## config.mk

```make
export PLATFORM = sky130hd
export DESIGN_NAME = pdai_div
export DESIGN_NICKNAME = d
export VERILOG_FILES = /design/src/hdl/poisson_disc_accept_insert_defines.svh /design/src/hdl/pdai_pkg.sv /design/src/hdl/pdai_div.sv
export SDC_FILE = /design/constraint.sdc
export NUM_CORES = 1
export LEC_CHECK = 0
export ABC_AREA = 0
export BUFFER_PORTS_ARGS = -buffer_cell sky130_fd_sc_hd__buf_4
export CAP_MARGIN = 20
export CORE_UTILIZATION = 45
export DETAILED_ROUTE_END_ITERATION = 8
export GPL_TIMING_DRIVEN = 0
export PLACE_DENSITY = 0.65
export SYNTH_ARGS = -nofsm -noshare
export SYNTH_HDL_FRONTEND = slang
export SYNTH_SLANG_ARGS = --single-unit
```

## constraint.sdc

```tcl
create_clock -name clk -period 9.3 [get_ports clk]
set_clock_uncertainty 0.15 [all_clocks]
set_input_delay 0.93 -clock clk [delete_from_list [all_inputs] [get_ports clk]]
set_output_delay 0.93 -clock clk [all_outputs]
set_load 0.02 [all_outputs]
```

## src/hdl/poisson_disc_accept_insert_defines.svh

```systemverilog
// assertion macros for the poisson disc accept/insert block
// included by files that carry concurrent assertions; no other dependencies
`ifndef POISSON_DISC_ACCEPT_INSERT_DEFINES_SVH
`define POISSON_DISC_ACCEPT_INSERT_DEFINES_SVH
`ifndef SYNTHESIS
`define PDAI_ASSERT(lbl, clk, rst, prop, msg) \
  lbl: assert property (@(posedge clk) disable iff (rst) prop) else $error(msg);
`define PDAI_ASSERT_ALWAYS(lbl, clk, prop, msg) \
  lbl: assert property (@(posedge clk) prop) else $error(msg);
`else
`define PDAI_ASSERT(lbl, clk, rst, prop, msg)
`define PDAI_ASSERT_ALWAYS(lbl, clk, prop, msg)
`endif
`endif

```

## src/hdl/pdai_pkg.sv

```systemverilog
// shared constants, payload types and codes for the poisson disc accept/insert block
// no dependencies
`timescale 1ns / 1ps

package pdai_pkg;

  localparam int GRID_DIM     = 64;
  localparam int MAX_POINTS   = 4096;
  localparam int SEARCH_REACH = 2;

  localparam int COORD_W    = 16;
  localparam int LIM_W      = 2 * COORD_W;
  localparam int DIVD_W     = COORD_W + 1;
  localparam int CELL_W     = $clog2(GRID_DIM);
  localparam int QUOT_W     = CELL_W + 1;
  localparam int SPAN_W     = CELL_W + 2;
  localparam int PROD_W     = CELL_W + QUOT_W;
  localparam int GRID_CELLS = GRID_DIM * GRID_DIM;
  localparam int GRID_AW    = $clog2(GRID_CELLS);
  localparam int PT_AW      = $clog2(MAX_POINTS);
  localparam int CNT_W      = $clog2(MAX_POINTS + 1);
  localparam int IDX_W      = 12;
  localparam int CFG_AW     = 2;

  localparam logic [COORD_W-1:0] CELL_SIZE_RST     = 16'd256;
  localparam logic [COORD_W-1:0] MIN_DISTANCE_RST  = 16'd362;
  localparam logic [COORD_W-1:0] REGION_WIDTH_RST  = 16'd16384;
  localparam logic [COORD_W-1:0] REGION_HEIGHT_RST = 16'd16384;

  typedef enum logic [1:0] {
    ST_ACCEPT  = 2'd0,
    ST_OUTSIDE = 2'd1,
    ST_CLOSE   = 2'd2,
    ST_FULL    = 2'd3
  } status_t;

  typedef enum logic [CFG_AW-1:0] {
    REG_CELL_SIZE     = 2'd0,
    REG_MIN_DISTANCE  = 2'd1,
    REG_REGION_WIDTH  = 2'd2,
    REG_REGION_HEIGHT = 2'd3
  } cfg_reg_t;

  typedef struct packed {
    logic [COORD_W-1:0] cand_x;
    logic [COORD_W-1:0] cand_y;
  } cand_t;

  typedef struct packed {
    status_t            status;
    logic [IDX_W-1:0]   point_index;
  } res_t;

  typedef struct packed {
    logic [COORD_W-1:0] y;
    logic [COORD_W-1:0] x;
  } point_t;

  typedef struct packed {
    logic               en;
    logic [GRID_AW-1:0] addr;
    logic [CNT_W-1:0]   tag;
  } grid_wr_t;

  typedef struct packed {
    logic             en;
    logic [PT_AW-1:0] addr;
    point_t           data;
  } store_wr_t;

endpackage

```

## src/hdl/pdai_div.sv

```systemverilog
// iterative restoring divider with a quotient saturated to all ones of QUOT_W bits
// depends on pdai_pkg
`timescale 1ns / 1ps

module pdai_div (
  input  logic                          clk,
  input  logic                          rst,
  input  logic                          start,
  input  logic [pdai_pkg::DIVD_W-1:0]   dividend,
  input  logic [pdai_pkg::COORD_W-1:0]  divisor,
  output logic                          done,
  output logic [pdai_pkg::QUOT_W-1:0]   quot
);

  localparam int QW    = pdai_pkg::QUOT_W;
  localparam int DW    = pdai_pkg::DIVD_W;
  localparam int SH_W  = pdai_pkg::COORD_W + pdai_pkg::QUOT_W;
  localparam int STP_W = $clog2(QW + 1);

  logic             busy;
  logic             first;
  logic             sat;
  logic [DW-1:0]    rem;
  logic [SH_W-1:0]  dsh;
  logic [STP_W-1:0] steps;
  logic [SH_W-1:0]  rem_ext;
  logic             ge;

  assign rem_ext = SH_W'(rem);
  assign ge      = rem_ext >= dsh;

  // done pulses once the saturation check and all QUOT_W quotient steps are through
  always_ff @(posedge clk) begin
    if (rst) begin
      busy  <= 1'b0;
      first <= 1'b0;
      done  <= 1'b0;
    end else begin
      done <= 1'b0;
      if (start) begin
        busy  <= 1'b1;
        first <= 1'b1;
      end else if (busy) begin
        if (first) begin
          first <= 1'b0;
        end else if (steps == STP_W'(1)) begin
          busy <= 1'b0;
          done <= 1'b1;
        end
      end
    end
  end

  // saturation check first, then one quotient bit per cycle
  always_ff @(posedge clk) begin
    if (start) begin
      rem   <= dividend;
      dsh   <= {divisor, {QW{1'b0}}};
      quot  <= '0;
      sat   <= 1'b0;
      steps <= STP_W'(QW);
    end else if (busy) begin
      if (first) begin
        if (ge) begin
          quot <= '1;
        end
        sat <= ge;
        dsh <= dsh >> 1;
      end else begin
        if (ge) begin
          rem <= DW'(rem_ext - dsh);
        end
        if (!sat) begin
          quot <= {quot[QW-2:0], ge};
        end
        dsh   <= dsh >> 1;
        steps <= steps - STP_W'(1);
      end
    end
  end

endmodule

```

After elaboration in Yosys (flattened, before gate mapping)
Index checks and enable logic that the tools add are counted.
{ "word_totals": {"reg_bits": 54, "out_inout_bits": 8, "elab_cells": 41} }
{ "classes": {"addsub": 2, "n_lt_le_gt_ge": 1, "n_eq_ne": 4, "mux": 16, "bitwise": 2, "n_reduce_logical": 7} }
{ "ops": {"columns": ["operator", "n"], "rows": [
  ["17-bit two-way mux", 4],
  ["23-bit two-way mux", 2],
  ["17-bit by 23-bit >= comparator with 1-bit output", 1],
  ["7-bit two-way mux", 3],
  ["17-bit subtractor", 1],
  ["1-bit two-way mux", 7],
  ["3-bit AND reduction", 2],
  ["2-bit by 1-bit != test with 1-bit output (second input constant)", 2],
  ["2-bit AND reduction", 2],
  ["2-bit nonzero test", 2],
  ["4-bit OR reduction", 1],
  ["3-bit by 1-bit equality test with 1-bit output (second input constant)", 1],
  ["3-bit by 1-bit subtractor with 3-bit output (second input constant)", 1],
  ["2-bit != test (second input constant)", 1],
  ["1-bit NOT", 2]
]} }

Depth between registers and ports, before layout
{ "logic_depth": {"word_depth": 5, "ltp_mapped": 9, "mapped_depth_nobuf": 9} }

Worst setup path before layout
No wires, ideal clock.
{ "synth_path": {"kind": "register to register", "startpoint": "register rem[4]", "endpoint": "register rem[0], enable pin", "setup_ps": 418, "arrival_ps": 2976, "required_time_ps": 8732, "slack_ps": 5756, "stages_incl_launch_ff": 8, "path_cell_list": "edfxtp_1 -> ha_1 -> nand4_1 -> a21oi_1 -> nor3_1 -> o221ai_2 -> a31oi_1 -> o31ai_1"} }
{ "synth_via": {"elab_chain_cells": 3} }
{ "synth_lines": {"columns": ["element", "line_no", "source"], "rows": [
  ["start: declaration", "pdai_div.sv:23", "logic [DW-1:0] rem;"],
  ["start signal: assignment", "pdai_div.sv:57", "rem <= dividend;"],
  ["start signal: assignment", "pdai_div.sv:71", "rem <= DW'(rem_ext - dsh);"],
  ["17-bit by 23-bit >= comparator with 1-bit output", "pdai_div.sv:30", "assign ge = rem_ext >= dsh;"],
  ["2-bit nonzero test (no line)", null, null],
  ["3-bit AND reduction (no line)", null, null]
]} }
Every way passes these cells.
A chain may end at the register's enable or synchronous reset.

Worst setup path in the final report
{ "layout_path": {"startpoint": "register rem[4]", "endpoint": "register rem[2], enable pin"} }
The elaborated chain is that of the path after synthesis.

==> impl_metrics.yaml <==
outcome:
  outcome: "finished, final reports clean"
floorplan:
  start_util_pct: 47.7
  rows: 29
  die_w_um: 85.2
  core_mm2: 0.00653
  design.die.area_mm2: 0.00726
  io_pins: 44
  die_h_um: 85.2
critical_path:
  max_stage_delay_ns: 0.85
  worst-path-buf-inv: 0
  cp_slowest_cell: "o31ai_4"
  crit_fanout: 17
  worstSetupPathType: "flop to flop"
  arrival_ns: 3.11
  critPathTopFamily: "compound AO/OA/AOI/OAI gates"
  end_kind: "flop"
  crit_required_ns: 9.08
  path_cells: "ha_1 > nand4_1 > a21oi_1 > nor3_1 > o221ai_2 > a31oi_1 > o31ai_4"
  start_kind: "flop"
cts:
  cts_resized: 0
  cts-root-buf: "clkbuf_8"
  clock_sinks: 54
  hold_buffers: 0
  cts_tree: "built"
  htreeDepth: 2
  postCtsSetupBuffers: 0
  numCtsBuffers: 5
  cts_buffer_depth: 2
  clkSlewWorstSetupHoldPaths_ns: 0.10
  insertion_delay_ns: 0.30
synthesis:
  ys_seq_elements: 54
  async_flop_share_pct: 0
  ys_seq_area_share_pct: 45.3
  syn_nets: 366
  syn_inst: 310
  yosysTopAreaCell: "edfxtp_1"
  synth_top_area_share_pct: 31.8
  synth_edf_count: 33
  synthTopCellsByArea: "edfxtp_1, dfxtp_1, ha_1"
  synth-main-ff-cell: "edfxtp_1"
  synth_cell_types: 48
  synth.avg_cell_area_um2: 10.0
  ys_warn_count: 0
  netlist_area_mm2: 0.00312
run:
  cap_viol_max_count: 0
detailed_routing:
  totalWireLength_um: 6560
  wl_per_cell_um: 15.0
  antenna_left: 0
  drc: 0
  drt-initial-drc-count: 103
  first_pass_iters: 4
  vias: 2408
  viasPerCell: 5.50
sta:
  hold_viol_final: 0
  min_period_over_period_pct: 35.8
  slew_violations: 0
  fmax_ghz: 0.300
  setup_viol: 0
  max-slew-margin-rel_pct: 37.5
  rsz0062_at_grt: "false"
  fin_setup_tns_ns: 0
  worst_slew_pin_slew_ns: 0.938
  finalCriticalPeriod_ns: 3.33
  fin_hold_ws_ns: 0.329
global_route:
  antenna_found_initial: 0
  grt_first_pass_wirelength_um: 10800
  grt_util_all_layers_pct: 19.2
  grtUsageMet3_pct: 3.40
  grt_pass1_vias: 2223
  grt-ovfl-total: 0
  grt.busiest_layer: "met2"
  gr-usage-met2_pct: 30.9
  grtUsageMet1_pct: 26.8
  grt_start_max_net_pins: 18
layout:
  drive_gt1_share_pct: 18.6
  fin_util_pct: 55.9
  antennaDiodeCount: 0
  area_growth_pct: 17.3
  fill_cells: 600
  nNetsFinal: 416
  instances_no_fill: 438
power_and_ir_drop:
  ir_drop_mv: 0.0717
  leakage_nw: 1.51
  powerDensity_mw_per_mm2: 174
place:
  dp.cells: 430
  port_buffers: 43
  place.gp.congestion: 0.842
  post-dp-hpwl_um: 4930
hold_path:
  hold_path_class: "flop to flop"
-- sequential cells by signal, indices dropped and copies added (netlist names) --
register,count
rem,17
first,1
done,1
quot,7
steps,3
busy,1
dsh,23
sat,1
-- layout make-up --
type | instances | area [um^2] | share of cell area (%)
Clock buffer | 8 | 105 | 2.88
Tap cell | 77 | 96.3 | 2.64
Multi-Input combinational cell | 221 | 1590 | 43.4
Inverter | 24 | 90.1 | 2.47
Sequential cell | 54 | 1410 | 38.6
Timing Repair Buffer | 43 | 323 | 8.84
Buffer | 11 | 41.3 | 1.13
-- report_power, final --
group / switching [mW] / internal, mW / leakage (nW)
Combinational: 0.111 / 0.0834 / 0.947
Sequential: 0.0111 / 0.282 / 0.508
Clock: 0.0751 / 0.0729 / 0.0541
-- cells in the final DEF, fill, tap and decap left out, types with 2 or more instances in the layout --
cell type,netlist,routed
dfxtp_1,21,21
o21ai_0,18,18
nor2_1,29,29
a21boi_0,2,2
inv_1,24,24
o31ai_1,5,4
a31oi_1,3,3
clkbuf_1,8,9
o41ai_4,2,2
xor2_1,6,6
a211oi_2,6,6
a22o_1,15,15
buf_1,3,3
nand3_1,3,3
mux2i_1,7,7
nand2_1,32,32
xnor2_1,4,4
o221ai_1,2,2
nand2b_1,5,5
nand4_1,2,2
clkbuf_8,0,5
o21a_1,4,4
nor3_1,7,7
edfxtp_1,33,33
a311oi_1,2,2
nor2b_1,4,4
ha_1,19,19
a21oi_1,19,19
buf_4,0,43
nor4_1,2,2
a21o_1,4,4
-- cells in the mapped netlist (6+ instances only) --
| master | number |
|---|---|
| edfxtp_1 | 33 |
| nand2_1 | 32 |
| nor2_1 | 29 |
| inv_1 | 24 |
| dfxtp_1 | 21 |
| a21oi_1 | 19 |
| ha_1 | 19 |
| o21ai_0 | 18 |
| a22o_1 | 15 |
| clkbuf_1 | 8 |
| mux2i_1 | 7 |
| nor3_1 | 7 |
| a211oi_2 | 6 |
| xor2_1 | 6 |
-- logic make-up after synthesis --
kind of cell | after synthesis | synth area share (%)
DFF | 54 | 45.3
adders and majority gates | 20 | 8.27
AOI/OAI and AO/OA | 91 | 22.5
and+or+nand+nor | 92 | 14.3
buffers and inverters | 35 | 4.22
xor gates and xnor gates | 10 | 2.81
muxes | 8 | 2.61
-- per-stage QoR --
stage / setup WS, ns / power, mW / area [um^2]
final: 5.97 / 0.636 / 3650
after floorplan: 5.76 / 0.441 / 3120
after global routing: 5.65 / 0.671 / 3650
after detailed placement: 5.93 / 0.492 / 3550
after global placement: 4.62 / 0.487 / 3530
after CTS: 5.89 / 0.639 / 3650
-- path summary, 6_finish.rpt --
path | start | to | slack (ns) | depth (start not counted)
worst max-delay path | rem[4]$_DFFE_PP_ | rem[2]$_DFFE_PP_ | 5.97 | 7
worst min-delay path | sat$_SDFFE_PP0P_ | sat$_SDFFE_PP0P_ | 0.33 | 2
worst max register to register | rem[4]$_DFFE_PP_ | rem[2]$_DFFE_PP_ | 5.97 | 7
worst min register to register | sat$_SDFFE_PP0P_ | sat$_SDFFE_PP0P_ | 0.33 | 2
-- worst min-delay path, stage by stage, from the launching register on --
cell     delay (ns)
dfxtp_1        0.33
nand2_1        0.06
a21oi_1        0.05
-- layer usage --
metal	routed length, um	share of wire, %
met4	79	1.2
met3	249	3.8
met1	3280	50
met5	0	0
met2	2950	45
(Power assumes the default switching activity.)
